File: src/rtl/sss_pkg.sv
`default_nettype none
package sss_pkg;

  // Default width of the statement length and excess counters.
  localparam int COUNT_WIDTH_DEF = 32;

  // Configuration register fields.
  localparam int MAX_LEN_W    = 31;
  localparam int CFG_DATA_W   = 31;
  localparam int CFG_INDEX_W  = 1;
  localparam int EXCESS_W     = 32;

  localparam logic [MAX_LEN_W-1:0] MAX_LEN_RESET = 31'd33554432;

  // Configuration register indexes.
  localparam logic [CFG_INDEX_W-1:0] CFG_MAX_LEN  = 1'b0;
  localparam logic [CFG_INDEX_W-1:0] CFG_PARALLEL = 1'b1;

  // Prefix lengths.
  localparam logic [3:0] LOCK_LEN   = 4'd12;
  localparam logic [3:0] INSERT_LEN = 4'd11;

  // Special characters.
  localparam logic [7:0] CH_SEMI   = 8'h3B;
  localparam logic [7:0] CH_BSLASH = 8'h5C;
  localparam logic [7:0] CH_SQUOTE = 8'h27;
  localparam logic [7:0] CH_DQUOTE = 8'h22;
  localparam logic [7:0] CH_BTICK  = 8'h60;
  localparam logic [7:0] CH_SPACE  = 8'h20;
  localparam logic [7:0] CH_TAB    = 8'h09;
  localparam logic [7:0] CH_CR     = 8'h0D;

  typedef enum logic [1:0] {
    Q_NONE   = 2'd0,
    Q_SINGLE = 2'd1,
    Q_DOUBLE = 2'd2,
    Q_BACK   = 2'd3
  } quote_t;

  typedef enum logic [1:0] {
    CLS_SKIP     = 2'd0,
    CLS_PARALLEL = 2'd1,
    CLS_SERIAL   = 2'd2
  } stmt_class_t;

  // One result as it moves to the output register.
  typedef struct packed {
    logic [7:0]          data;
    logic                keep;
    logic                eos;
    stmt_class_t         cls;
    logic                ovf;
    logic [EXCESS_W-1:0] excess;
  } result_t;

  // Character of "LOCK TABLES " at a position.
  function automatic logic [7:0] lock_char(input logic [3:0] pos);
    logic [7:0] ch;
    unique case (pos)
      4'd0:    ch = "L";
      4'd1:    ch = "O";
      4'd2:    ch = "C";
      4'd3:    ch = "K";
      4'd4:    ch = " ";
      4'd5:    ch = "T";
      4'd6:    ch = "A";
      4'd7:    ch = "B";
      4'd8:    ch = "L";
      4'd9:    ch = "E";
      4'd10:   ch = "S";
      4'd11:   ch = " ";
      default: ch = 8'h00;
    endcase
    return ch;
  endfunction

  // Character of "INSERT INTO" at a position.
  function automatic logic [7:0] insert_char(input logic [3:0] pos);
    logic [7:0] ch;
    unique case (pos)
      4'd0:    ch = "I";
      4'd1:    ch = "N";
      4'd2:    ch = "S";
      4'd3:    ch = "E";
      4'd4:    ch = "R";
      4'd5:    ch = "T";
      4'd6:    ch = " ";
      4'd7:    ch = "I";
      4'd8:    ch = "N";
      4'd9:    ch = "T";
      4'd10:   ch = "O";
      default: ch = 8'h00;
    endcase
    return ch;
  endfunction

  // Quote class of a byte, none when it is no quote.
  function automatic quote_t quote_of(input logic [7:0] ch);
    quote_t q;
    if (ch == CH_SQUOTE) begin
      q = Q_SINGLE;
    end else if (ch == CH_DQUOTE) begin
      q = Q_DOUBLE;
    end else if (ch == CH_BTICK) begin
      q = Q_BACK;
    end else begin
      q = Q_NONE;
    end
    return q;
  endfunction

endpackage
`default_nettype wire

File: src/rtl/sss_cfg.sv
`default_nettype none
module sss_cfg (
  input  wire logic                               clk,
  input  wire logic                               rst_n,
  input  wire logic                               cfg_wr_en,
  input  wire logic [sss_pkg::CFG_INDEX_W-1:0]    cfg_index,
  input  wire logic [sss_pkg::CFG_DATA_W-1:0]     cfg_data,
  output logic      [sss_pkg::MAX_LEN_W-1:0]      max_len,
  output logic                                    parallel_en
);

  logic [sss_pkg::MAX_LEN_W-1:0] max_len_r;
  logic                          parallel_en_r;

  // Register writes; both registers come out of reset at their defaults.
  always_ff @(posedge clk) begin
    if (!rst_n) begin
      max_len_r     <= sss_pkg::MAX_LEN_RESET;
      parallel_en_r <= 1'b1;
    end else if (cfg_wr_en) begin
      unique case (cfg_index)
        sss_pkg::CFG_MAX_LEN:  max_len_r     <= cfg_data;
        sss_pkg::CFG_PARALLEL: parallel_en_r <= cfg_data[0];
        default:               ;
      endcase
    end
  end

  assign max_len     = max_len_r;
  assign parallel_en = parallel_en_r;

endmodule
`default_nettype wire

File: src/rtl/sss_core.sv
`default_nettype none
module sss_core #(
  parameter int COUNT_WIDTH = sss_pkg::COUNT_WIDTH_DEF
) (
  input  wire logic                           clk,
  input  wire logic                           rst_n,
  input  wire logic                           advance,
  input  wire logic [7:0]                     data_byte,
  input  wire logic [sss_pkg::MAX_LEN_W-1:0]  max_len,
  input  wire logic                           parallel_en,
  output sss_pkg::result_t                    result
);

  localparam int CMP_W = (COUNT_WIDTH > sss_pkg::MAX_LEN_W) ? COUNT_WIDTH
                                                            : sss_pkg::MAX_LEN_W;

  logic                   at_start_r,     at_start_nxt;
  sss_pkg::quote_t        quote_r,        quote_nxt;
  logic                   escape_r,       escape_nxt;
  logic [COUNT_WIDTH-1:0] len_r,          len_nxt;
  logic [COUNT_WIDTH-1:0] excess_r,       excess_nxt;
  logic [3:0]             pos_r,          pos_nxt;
  logic                   lock_alive_r,   lock_alive_nxt;
  logic                   ins_alive_r,    ins_alive_nxt;

  logic                   blank;
  logic                   drop;
  logic                   over;
  logic                   eos;
  logic                   lock_hit;
  logic                   ins_hit;
  logic [COUNT_WIDTH-1:0] len_inc;
  logic [COUNT_WIDTH-1:0] exc_inc;
  logic [3:0]             pos_inc;
  logic                   lock_ok;
  logic                   ins_ok;
  logic [sss_pkg::EXCESS_W-1:0] excess_sat;
  sss_pkg::quote_t        byte_quote;

  // Byte classification.
  assign blank = (data_byte == sss_pkg::CH_SPACE) ||
                 ((data_byte >= sss_pkg::CH_TAB) && (data_byte <= sss_pkg::CH_CR));
  assign drop  = at_start_r && blank;
  assign byte_quote = sss_pkg::quote_of(data_byte);

  // Saturating length and excess counters.
  always_comb begin
    len_inc = (len_r != '1) ? len_r + 1'b1 : len_r;
    over    = (CMP_W'(len_inc) > CMP_W'(max_len)) || (excess_r != '0);
    exc_inc = (over && (excess_r != '1)) ? excess_r + 1'b1 : excess_r;
  end

  // Prefix matching, one character per byte until the longer prefix is done.
  always_comb begin
    lock_ok = lock_alive_r;
    ins_ok  = ins_alive_r;
    pos_inc = pos_r;
    if (pos_r < sss_pkg::LOCK_LEN) begin
      lock_ok = lock_alive_r && (data_byte == sss_pkg::lock_char(pos_r));
      if (pos_r < sss_pkg::INSERT_LEN) begin
        ins_ok = ins_alive_r && (data_byte == sss_pkg::insert_char(pos_r));
      end
      pos_inc = pos_r + 4'd1;
    end
  end

  assign eos      = !drop && (quote_r == sss_pkg::Q_NONE) && (data_byte == sss_pkg::CH_SEMI);
  assign lock_hit = lock_ok && (pos_inc >= sss_pkg::LOCK_LEN);
  assign ins_hit  = ins_ok && (pos_inc >= sss_pkg::INSERT_LEN);

  // Excess count as reported on the 32-bit port.
  generate
    if (COUNT_WIDTH > sss_pkg::EXCESS_W) begin : g_sat
      assign excess_sat = (|exc_inc[COUNT_WIDTH-1:sss_pkg::EXCESS_W]) ? '1
                          : exc_inc[sss_pkg::EXCESS_W-1:0];
    end else if (COUNT_WIDTH == sss_pkg::EXCESS_W) begin : g_same
      assign excess_sat = exc_inc;
    end else begin : g_ext
      assign excess_sat = {{(sss_pkg::EXCESS_W-COUNT_WIDTH){1'b0}}, exc_inc};
    end
  endgenerate

  // Next state of the statement scanner.
  always_comb begin
    at_start_nxt   = at_start_r;
    quote_nxt      = quote_r;
    escape_nxt     = escape_r;
    len_nxt        = len_r;
    excess_nxt     = excess_r;
    pos_nxt        = pos_r;
    lock_alive_nxt = lock_alive_r;
    ins_alive_nxt  = ins_alive_r;
    if (!drop) begin
      at_start_nxt   = 1'b0;
      len_nxt        = len_inc;
      excess_nxt     = exc_inc;
      pos_nxt        = pos_inc;
      lock_alive_nxt = lock_ok;
      ins_alive_nxt  = ins_ok;
      if (eos) begin
        at_start_nxt   = 1'b1;
        len_nxt        = '0;
        excess_nxt     = '0;
        pos_nxt        = '0;
        lock_alive_nxt = 1'b1;
        ins_alive_nxt  = 1'b1;
      end else if (quote_r == sss_pkg::Q_NONE) begin
        quote_nxt = byte_quote;
      end else if (escape_r) begin
        escape_nxt = 1'b0;
      end else if (data_byte == sss_pkg::CH_BSLASH) begin
        escape_nxt = 1'b1;
      end else if (byte_quote == quote_r) begin
        quote_nxt = sss_pkg::Q_NONE;
      end
    end
  end

  // Result fields; the end-only fields read zero on other bytes.
  always_comb begin
    result.data   = data_byte;
    result.keep   = !drop;
    result.eos    = eos;
    result.cls    = sss_pkg::CLS_SKIP;
    result.ovf    = 1'b0;
    result.excess = '0;
    if (eos) begin
      if (lock_hit) begin
        result.cls = sss_pkg::CLS_SKIP;
      end else if (parallel_en && ins_hit) begin
        result.cls = sss_pkg::CLS_PARALLEL;
      end else begin
        result.cls = sss_pkg::CLS_SERIAL;
      end
      result.ovf    = (exc_inc != '0);
      result.excess = excess_sat;
    end
  end

  // State registers advance once per request.
  always_ff @(posedge clk) begin
    if (!rst_n) begin
      at_start_r   <= 1'b1;
      quote_r      <= sss_pkg::Q_NONE;
      escape_r     <= 1'b0;
      len_r        <= '0;
      excess_r     <= '0;
      pos_r        <= '0;
      lock_alive_r <= 1'b1;
      ins_alive_r  <= 1'b1;
    end else if (advance) begin
      at_start_r   <= at_start_nxt;
      quote_r      <= quote_nxt;
      escape_r     <= escape_nxt;
      len_r        <= len_nxt;
      excess_r     <= excess_nxt;
      pos_r        <= pos_nxt;
      lock_alive_r <= lock_alive_nxt;
      ins_alive_r  <= ins_alive_nxt;
    end
  end

endmodule
`default_nettype wire

File: src/rtl/sss_out_reg.sv
`default_nettype none
module sss_out_reg (
  input  wire logic             clk,
  input  wire logic             rst_n,
  input  wire logic             load,
  input  wire sss_pkg::result_t result_in,
  input  wire logic             out_stall,
  output logic                  ready,
  output logic                  out_valid,
  output sss_pkg::result_t      result_out
);

  logic             valid_r, valid_nxt;
  sss_pkg::result_t data_r;

  // The register can take a new result when empty or being drained.
  assign ready = !valid_r || !out_stall;

  always_comb begin
    valid_nxt = valid_r;
    if (load) begin
      valid_nxt = 1'b1;
    end else if (valid_r && !out_stall) begin
      valid_nxt = 1'b0;
    end
  end

  always_ff @(posedge clk) begin
    if (!rst_n) begin
      valid_r <= 1'b0;
    end else begin
      valid_r <= valid_nxt;
    end
  end

  // Payload needs no reset.
  always_ff @(posedge clk) begin
    if (load) begin
      data_r <= result_in;
    end
  end

  assign out_valid  = valid_r;
  assign result_out = data_r;

endmodule
`default_nettype wire

File: src/rtl/sql_statement_splitter.sv
// An accepted byte goes to the input register, then is scanned into the output register.
// Throughput: one byte per cycle unless stalled; the state updates in one step per byte.
// An input register and an output register let one more byte enter while a result waits.
// Reset (rst_n low, synchronous) empties both registers, restores the configuration
// defaults and returns the scanner to the start of a statement outside any string.
`default_nettype none
module sql_statement_splitter #(
  parameter int COUNT_WIDTH = sss_pkg::COUNT_WIDTH_DEF
) (
  input  wire logic                            clk,
  input  wire logic                            rst_n,
  input  wire logic                            in_valid,
  output logic                                 in_stall,
  input  wire logic [7:0]                      in_data_byte,
  output logic                                 out_valid,
  input  wire logic                            out_stall,
  output logic [7:0]                           out_byte,
  output logic                                 out_keep,
  output logic                                 out_end_of_statement,
  output logic [1:0]                           out_statement_class,
  output logic                                 out_overflowed,
  output logic [sss_pkg::EXCESS_W-1:0]         out_excess_bytes,
  input  wire logic                            cfg_wr_en,
  input  wire logic [sss_pkg::CFG_INDEX_W-1:0] cfg_index,
  input  wire logic [sss_pkg::CFG_DATA_W-1:0]  cfg_data
);

  logic                          in_valid_r, in_valid_nxt;
  logic [7:0]                    in_byte_r;
  logic                          out_ready;
  logic                          advance;
  logic                          accept;
  logic [sss_pkg::MAX_LEN_W-1:0] max_len;
  logic                          parallel_en;
  sss_pkg::result_t              result;
  sss_pkg::result_t              result_q;

  // Input register handshake.
  assign advance  = in_valid_r && out_ready;
  assign in_stall = in_valid_r && !out_ready;
  assign accept   = in_valid && !in_stall;

  always_comb begin
    in_valid_nxt = in_valid_r;
    if (accept) begin
      in_valid_nxt = 1'b1;
    end else if (advance) begin
      in_valid_nxt = 1'b0;
    end
  end

  always_ff @(posedge clk) begin
    if (!rst_n) begin
      in_valid_r <= 1'b0;
    end else begin
      in_valid_r <= in_valid_nxt;
    end
  end

  always_ff @(posedge clk) begin
    if (accept) begin
      in_byte_r <= in_data_byte;
    end
  end

  sss_cfg u_cfg (
    .clk         (clk),
    .rst_n       (rst_n),
    .cfg_wr_en   (cfg_wr_en),
    .cfg_index   (cfg_index),
    .cfg_data    (cfg_data),
    .max_len     (max_len),
    .parallel_en (parallel_en)
  );

  sss_core #(
    .COUNT_WIDTH (COUNT_WIDTH)
  ) u_core (
    .clk         (clk),
    .rst_n       (rst_n),
    .advance     (advance),
    .data_byte   (in_byte_r),
    .max_len     (max_len),
    .parallel_en (parallel_en),
    .result      (result)
  );

  sss_out_reg u_out (
    .clk        (clk),
    .rst_n      (rst_n),
    .load       (advance),
    .result_in  (result),
    .out_stall  (out_stall),
    .ready      (out_ready),
    .out_valid  (out_valid),
    .result_out (result_q)
  );

  // Result fields onto the ports.
  assign out_byte             = result_q.data;
  assign out_keep             = result_q.keep;
  assign out_end_of_statement = result_q.eos;
  assign out_statement_class  = result_q.cls;
  assign out_overflowed       = result_q.ovf;
  assign out_excess_bytes     = result_q.excess;

endmodule
`default_nettype wire

File: config.mk
export PLATFORM = sky130hd
export DESIGN_NAME = sql_statement_splitter
export DESIGN_NICKNAME = d
export VERILOG_FILES = /design/src/rtl/sss_pkg.sv /design/src/rtl/sss_cfg.sv /design/src/rtl/sss_core.sv /design/src/rtl/sss_out_reg.sv /design/src/rtl/sql_statement_splitter.sv
export SDC_FILE = /design/constraint.sdc
export NUM_CORES = 1
export LEC_CHECK = 0
export ABC_AREA = 0
export BUFFER_PORTS_ARGS = -buffer_cell sky130_fd_sc_hd__buf_2
export CAP_MARGIN = 15
export CORE_MARGIN = 3
export CORE_UTILIZATION = 54
export DETAILED_ROUTE_END_ITERATION = 10
export PLACE_DENSITY = 0.81
export SYNTH_ARGS = -nofsm -noshare
export SYNTH_HDL_FRONTEND = slang
export SYNTH_SLANG_ARGS = --single-unit
export TNS_END_PERCENT = 100
File: constraint.sdc
create_clock -name clk -period 4.5 [get_ports clk]
set_input_delay 0.675 -clock clk [delete_from_list [all_inputs] [get_ports clk]]
set_output_delay 0.675 -clock clk [all_outputs]
set_load 0.05 [all_outputs]
==> results of run 1 <==
==> per-layer routing <==
| layer | GRT usage | share of wire | vias to the layer above |
|---|---|---|---|
| li1 | - | - | 4235 |
| met1 | 0.3154 | 0.44 | 4101 |
| met2 | 0.4012 | 0.48 | 332 |
| met3 | 0.05156 | 0.067 | 50 |
| met4 | 0.07343 | 0.022 | 0 |
| met5 | 0 | 0 | - |
==> sequential cells by signal, indices dropped and copies added (netlist names), 2 cells and up, named ones only <==
name / flops
u_core.pos_r: 4
in_byte_r: 8
u_out.result_out: 45
u_core.len_r: 32
u_core.excess_r: 32
u_cfg.max_len: 31
u_core.quote_r: 2
==> path summary, 6_finish.rpt <==
path / startpoint / endpoint / slack, ns / cells past startpoint
max: u_core.len_r[28] / u_out.result_out[32] / 0.24 / 17
min: in_data_byte[6] / in_byte_r[6] / 0.40 / 1
max reg2reg: u_core.len_r[28] / u_out.result_out[32] / 0.24 / 17
min reg2reg: u_cfg.max_len[10] / u_cfg.max_len[10] / 0.45 / 2
==> stage by stage <==
step | TNS, ns | hold WS (ns)
6_report | 0 | 0.4006
3_3_place_gp | 0 | 0.4370
2_1_floorplan | 0 | 0.4206
4_1_cts | 0 | 0.3935
3_5_place_dp | 0 | 0.4405
5_1_grt | -0.06439 | 0.3852
==> cells by family after synthesis <==
family / synth area share
xor+xnor: 0.06346
flops: 0.4125
mux: 0.007421
compound gates: 0.1512
buf+inv: 0.05348
fa+ha+maj: 0.05118
simple gates: 0.2607
==> power by group <==
part,switching (mW),internal [mW]
clock,0.696,0.734
sequential,0.0290,1.67
combinational,0.207,0.0848
total,0.933,2.49
==> synthesized netlist by cell type, types with 32 or more instances <==
cell type	instances
nor2_1	128
nand2_1	158
xor2_1	34
nand3_1	45
ha_1	40
inv_1	44
xnor2_1	35
a21oi_1	107
dfxtp_1	122
clkbuf_1	41
nor3_1	32
edfxtp_1	53
o21ai_0	55
==> layout make-up <==
cell class,instances,area (µm²)
fill,1482,6507
multi-input combinational,865,5271
sequential,175,4036
timing repair buffer,123,699.4
clock buffer,17,425.4
tap,225,281.5
inverter,47,176.4
clock inverter,15,138.9
==> worst max-delay path: cells and delay by family, from the launching register on <==
family	cells	cell delay [ns]
AOI/OAI and AO/OA	4	0.66
xor gates and xnor gates	1	0.15
adders and majority gates	1	0.32
DFF	1	0.44
and+or+nand+nor	11	2.40
==> what timing repair did <==
action,CTS,global route
gates resized for setup,0,10
setup endpoints to repair,0,7
buffers inserted,0,4
==> impl_metrics.csv, run 1 <==
group,metric,value,unit
worst_setup_path,path_class,"reg2reg",
timing,finalWorstSetupSlack,0.2410,ns
synthesis,synth-seq-cells,175,
synthesis,synth_flop_cell,"dfxtp_1",
place,dp_hpwl,16200,µm
finish,nNetsFinal,1314,
worst_setup_path,cp_data_arrival_time,4.43,ns
route,via_count,8718,
floorplanning,coreArea,0.01754,mm²
synthesis,yosys_warnings,0,
cts,clockRootBuffer,"clkbuf_16",
route,firstDrtPassIters,6,
route,wire_per_inst,16.41,µm
worst_setup_path,cp_slowest_cell,"dfxtp_1",
timing,fin_worst_skew,0.009301,ns
power,ir_drop,279.1,µV
synthesis,yosysUniqueCellTypes,84,
place,portBuffers,91,
power,fin_total_pwr,3.420,mW
timing,period_share,0.9464,
worst_setup_path,critPathCaptureType,"flop",
floorplanning,start_util,0.5576,
floorplanning,fp.dieH,140.6,µm
timing,relSlewSlack,0.3000,
finish,drive_gt1_frac,0.1602,
timing,hold_viol_final,0,
synthesis,ys_top_cells_by_area,"dfxtp_1, edfxtp_1, nand2_1",
cts,clock_latency,0.44,ns
cts,cts-hold-fix-buffers,0,
cts,clockBufferDepth,2,
worst_setup_path,cp_slowest_stage_delay,0.44,ns
timing,maxSlewViolCount,0,
synthesis,synth.avg_cell_area,8.394,µm²
timing,min_period,4.259,ns
route,drt-initial-drc-count,749,
synthesis,synth_top_area_frac,0.2497,
finish,fin_cells,1467,
synthesis,synth_nets,1250,
timing,worst_pin_slew,1.050,ns
timing,setup_violations,0,
finish,num_antenna_cells,0,
floorplanning,io_pins,92,
synthesis,synth_cells,1165,
cts,cts_tree,"done",
cts,path_clk_slew,0.07,ns
synthesis,synth_top_area_cell,"dfxtp_1",
cts,cts_buffers,17,
synthesis,synth-edff-count,53,
finish,fin_area,0.01103,mm²
place,place_inst,1430,
place,place_area,0.01039,mm²
global_routing,grt_pass1_wl,39450,µm
worst_hold_path,hold_class,"in2reg",
job,maxCapViolCount,0,
global_routing,antenna_found_initial,0,
place,place_congestion,0.9733,
floorplanning,rows,48,
floorplanning,die-area,0.01976,mm²
synthesis,yosysSeqAreaShare,0.4125,
global_routing,grt_pass1_vias,8069,
worst_setup_path,critPathMaxFanout,6,
finish,final_core_util,0.6289,
worst_setup_path,worst-endpoint-required,4.67,ns
power,p_leak,4.321,nW
worst_setup_path,cp-start-kind,"flop",
route,drtAntennaViolNets,0,
route,drc,0,
cts,clock-sinks,175,
finish,area_growth,12.78,%
timing,fmax,0.2348,GHz
worst_setup_path,crit_top_cell,"nand4_1",
route,vias_per_cell,5.943,
finish,layout_commonest_cell,"nand2_1",
floorplanning,dieWidth,140.6,µm
global_routing,grt_use_total,0.2408,
global_routing,overflow,0,
finish,final_cell_mix,"nand2_1, nor2_1, dfxtp_1, a21oi_1, buf_2",
worst_setup_path,crit_chain,"and4_1 > nand4_1 > nor4b_4 > a21oi_2 > and4b_1 > and3_1 > xor2_1 > ha_1 > nand4_1 > nor4_2 > and4_2 > nand2_1 > a31oi_1 > nor4_4 > nor2_2 > o2bb2ai_1 > a41oi_1",
power,power_density,310.1,mW/mm²
place,pre_cts_ws,0.08449,ns
global_routing,grt_max_degree,52,
route,wl,24080,µm
status,status,"completed",
synthesis,synthArstFlopShare,0,
synthesis,synthesis.area,0.009779,mm²
cts,htreeDepth,4,
No activity file was read; power rests on OpenSTA's default activity.
==> run 2, diff against run 1 <==
--- a/config.mk
+++ b/config.mk
@@ -9,9 +9,9 @@
 export BUFFER_PORTS_ARGS = -buffer_cell sky130_fd_sc_hd__buf_2
 export CAP_MARGIN = 15
 export CORE_MARGIN = 3
-export CORE_UTILIZATION = 54
+export CORE_UTILIZATION = 60
 export DETAILED_ROUTE_END_ITERATION = 10
-export PLACE_DENSITY = 0.81
+export PLACE_DENSITY = 0.85
 export SYNTH_ARGS = -nofsm -noshare
 export SYNTH_HDL_FRONTEND = slang
 export SYNTH_SLANG_ARGS = --single-unit
==> constraint.sdc (replaced) <==
create_clock -name clk -period 4.1 [get_ports clk]
set_input_delay 0.615 -clock clk [delete_from_list [all_inputs] [get_ports clk]]
set_output_delay 0.615 -clock clk [all_outputs]
set_load 0.05 [all_outputs]
==> impl_metrics.csv, run 2 (synthesized netlist as in run 1, its figures left out) <==
group,metric,value,unit
place,place_congestion,0.9285,
power,p_leak,4.558,nW
worst_setup_path,critPathCaptureType,"flop",
route,wl,25680,µm
timing,relSlewSlack,0.2754,
timing,setup-tns-final,-0.07137,ns
floorplanning,io_pins,92,
cts,clockBufferDepth,2,
finish,multiInputGateArea,0.005423,mm²
cts,htreeDepth,4,
global_routing,overflow,0,
route,via_count,9141,
cts,clockRootBuffer,"clkbuf_16",
finish,nNetsFinal,1349,
finish,area_growth,17.44,%
place,dp_hpwl,16390,µm
finish,largest_register_ffs,45,
finish,final.fill_count,1176,
cts,cts_tree,"done",
cts,cts-hold-fix-buffers,0,
status,violations,"setup timing",
finish,drive_gt1_frac,0.2052,
timing,fin_worst_skew,0.007135,ns
worst_setup_path,cp-start-kind,"flop",
global_routing,grt_use_total,0.2746,
floorplanning,dieWidth,133.7,µm
timing,hold_viol_final,0,
worst_setup_path,path_class,"reg2reg",
global_routing,grt_pass1_vias,8292,
timing,setup_violations,1,
worst_setup_path,path_buf_inv,1,
floorplanning,coreArea,0.01594,mm²
timing,worst_pin_slew,1.087,ns
timing,hold-worst-slack,0.3525,ns
worst_hold_path,hold_class,"in2reg",
worst_setup_path,crit_chain,"ha_1 > nand2_1 > nor3_4 > nand2_2 > nor3_4 > nand2_2 > xnor2_1 > ha_1 > nand3_2 > nor4_4 > and4_4 > nand2_4 > a31oi_4 > nor4_4 > buf_4 > nor2_4 > o2bb2ai_2 > a41oi_2",
route,drt-initial-drc-count,915,
cts,path_clk_slew,0.07,ns
route,drc,0,
place,portBuffers,91,
cts,cts_buffers,17,
worst_setup_path,worst-endpoint-required,4.26,ns
power,ir_drop,410.2,µV
global_routing,grt_pass1_wl,40210,µm
floorplanning,rows,46,
floorplanning,die-area,0.01787,mm²
worst_setup_path,cp_top_family,"simple AND/OR/NAND/NOR gates",
floorplanning,fp.dieH,133.7,µm
worst_setup_path,cp_data_arrival_time,4.33,ns
global_routing,grt_max_degree,62,
timing,rsz0062_at_grt,"true",
timing,finalWorstSetupSlack,-0.07137,ns
global_routing,antenna_found_initial,0,
worst_setup_path,cp_slowest_stage_delay,0.43,ns
route,drtAntennaViolNets,0,
place,place_area,0.01056,mm²
status,status,"complete, but fails checks",
finish,fin_area,0.01148,mm²
timing,maxSlewViolCount,0,
cts,clock-sinks,175,
route,firstDrtPassIters,6,
power,power_density,337.4,mW/mm²
route,wire_per_inst,17.20,µm
finish,num_antenna_cells,0,
timing,min_period,4.171,ns
timing,period_share,1.017,
worst_setup_path,cp_slowest_cell,"dfxtp_1",
job,maxCapViolCount,0,
timing,fmax,0.2397,GHz
worst_setup_path,critPathMaxFanout,5,
route,vias_per_cell,6.123,
floorplanning,start_util,0.6134,
cts,clock_latency,0.44,ns
finish,layout_commonest_cell,"nand2_1",
finish,seq_area,0.004043,mm²
finish,final_cell_mix,"nand2_1, nor2_1, dfxtp_1, a21oi_1, buf_2",
[run 2: stage by stage]
stage | setup slack, ns | power [mW] | util | instances
CTS | 0.004805 | 3.864 | 0.7045 | 1481
global route | -0.2088 | 3.990 | 0.7204 | 1493
floorplan | 0.07425 | 2.121 | - | 1165
detailed placement | -0.1662 | 2.219 | 0.6626 | 1446
finish | -0.07137 | 3.875 | 0.7204 | 1493
global placement | 0.08222 | 2.209 | 0.6626 | 1446
[run 2: final timing paths]
path	end	depth (start not counted)	startpoint	slack, ns
min reg2reg	u_cfg.max_len[4]	2	u_cfg.max_len[4]	0.46
max reg2reg	u_out.result_out[32]	18	u_core.len_r[0]	-0.07
max	u_out.result_out[32]	18	u_core.len_r[0]	-0.07
min	in_byte_r[1]	1	in_data_byte[1]	0.35
[run 2: final cells by class]
class | count | area share
repair buffers | 158 | 0.08476
flip-flops and latches | 175 | 0.3520
well taps | 216 | 0.02353
clock buffers | 18 | 0.03737
inverters | 47 | 0.01536
multi-input cells | 865 | 0.4722
clock inverters | 14 | 0.01482
[run 2: what timing repair did]
item                       CTS  global route
pin swaps                    5            31
resized for setup           10            40
buffers inserted             3            11
setup endpoints to repair    6             7
[run 2: layer usage]
metal	up-vias	wire length, µm	share of wire	GRT usage
met5	-	0	0	0
met3	86	1979	0.077	0.05589
met1	4257	10560	0.41	0.3553
li1	4311	-	-	-
met2	487	12270	0.48	0.4515
met4	0	869	0.034	0.1137
[run 2: where the power goes]
| group | leakage [nW] | switching (mW) | internal (mW) |
|---|---|---|---|
| logic | 2.79 | 0.242 | 0.100 |
| clock network | 0.295 | 0.745 | 0.923 |
| registers | 1.48 | 0.0325 | 1.83 |
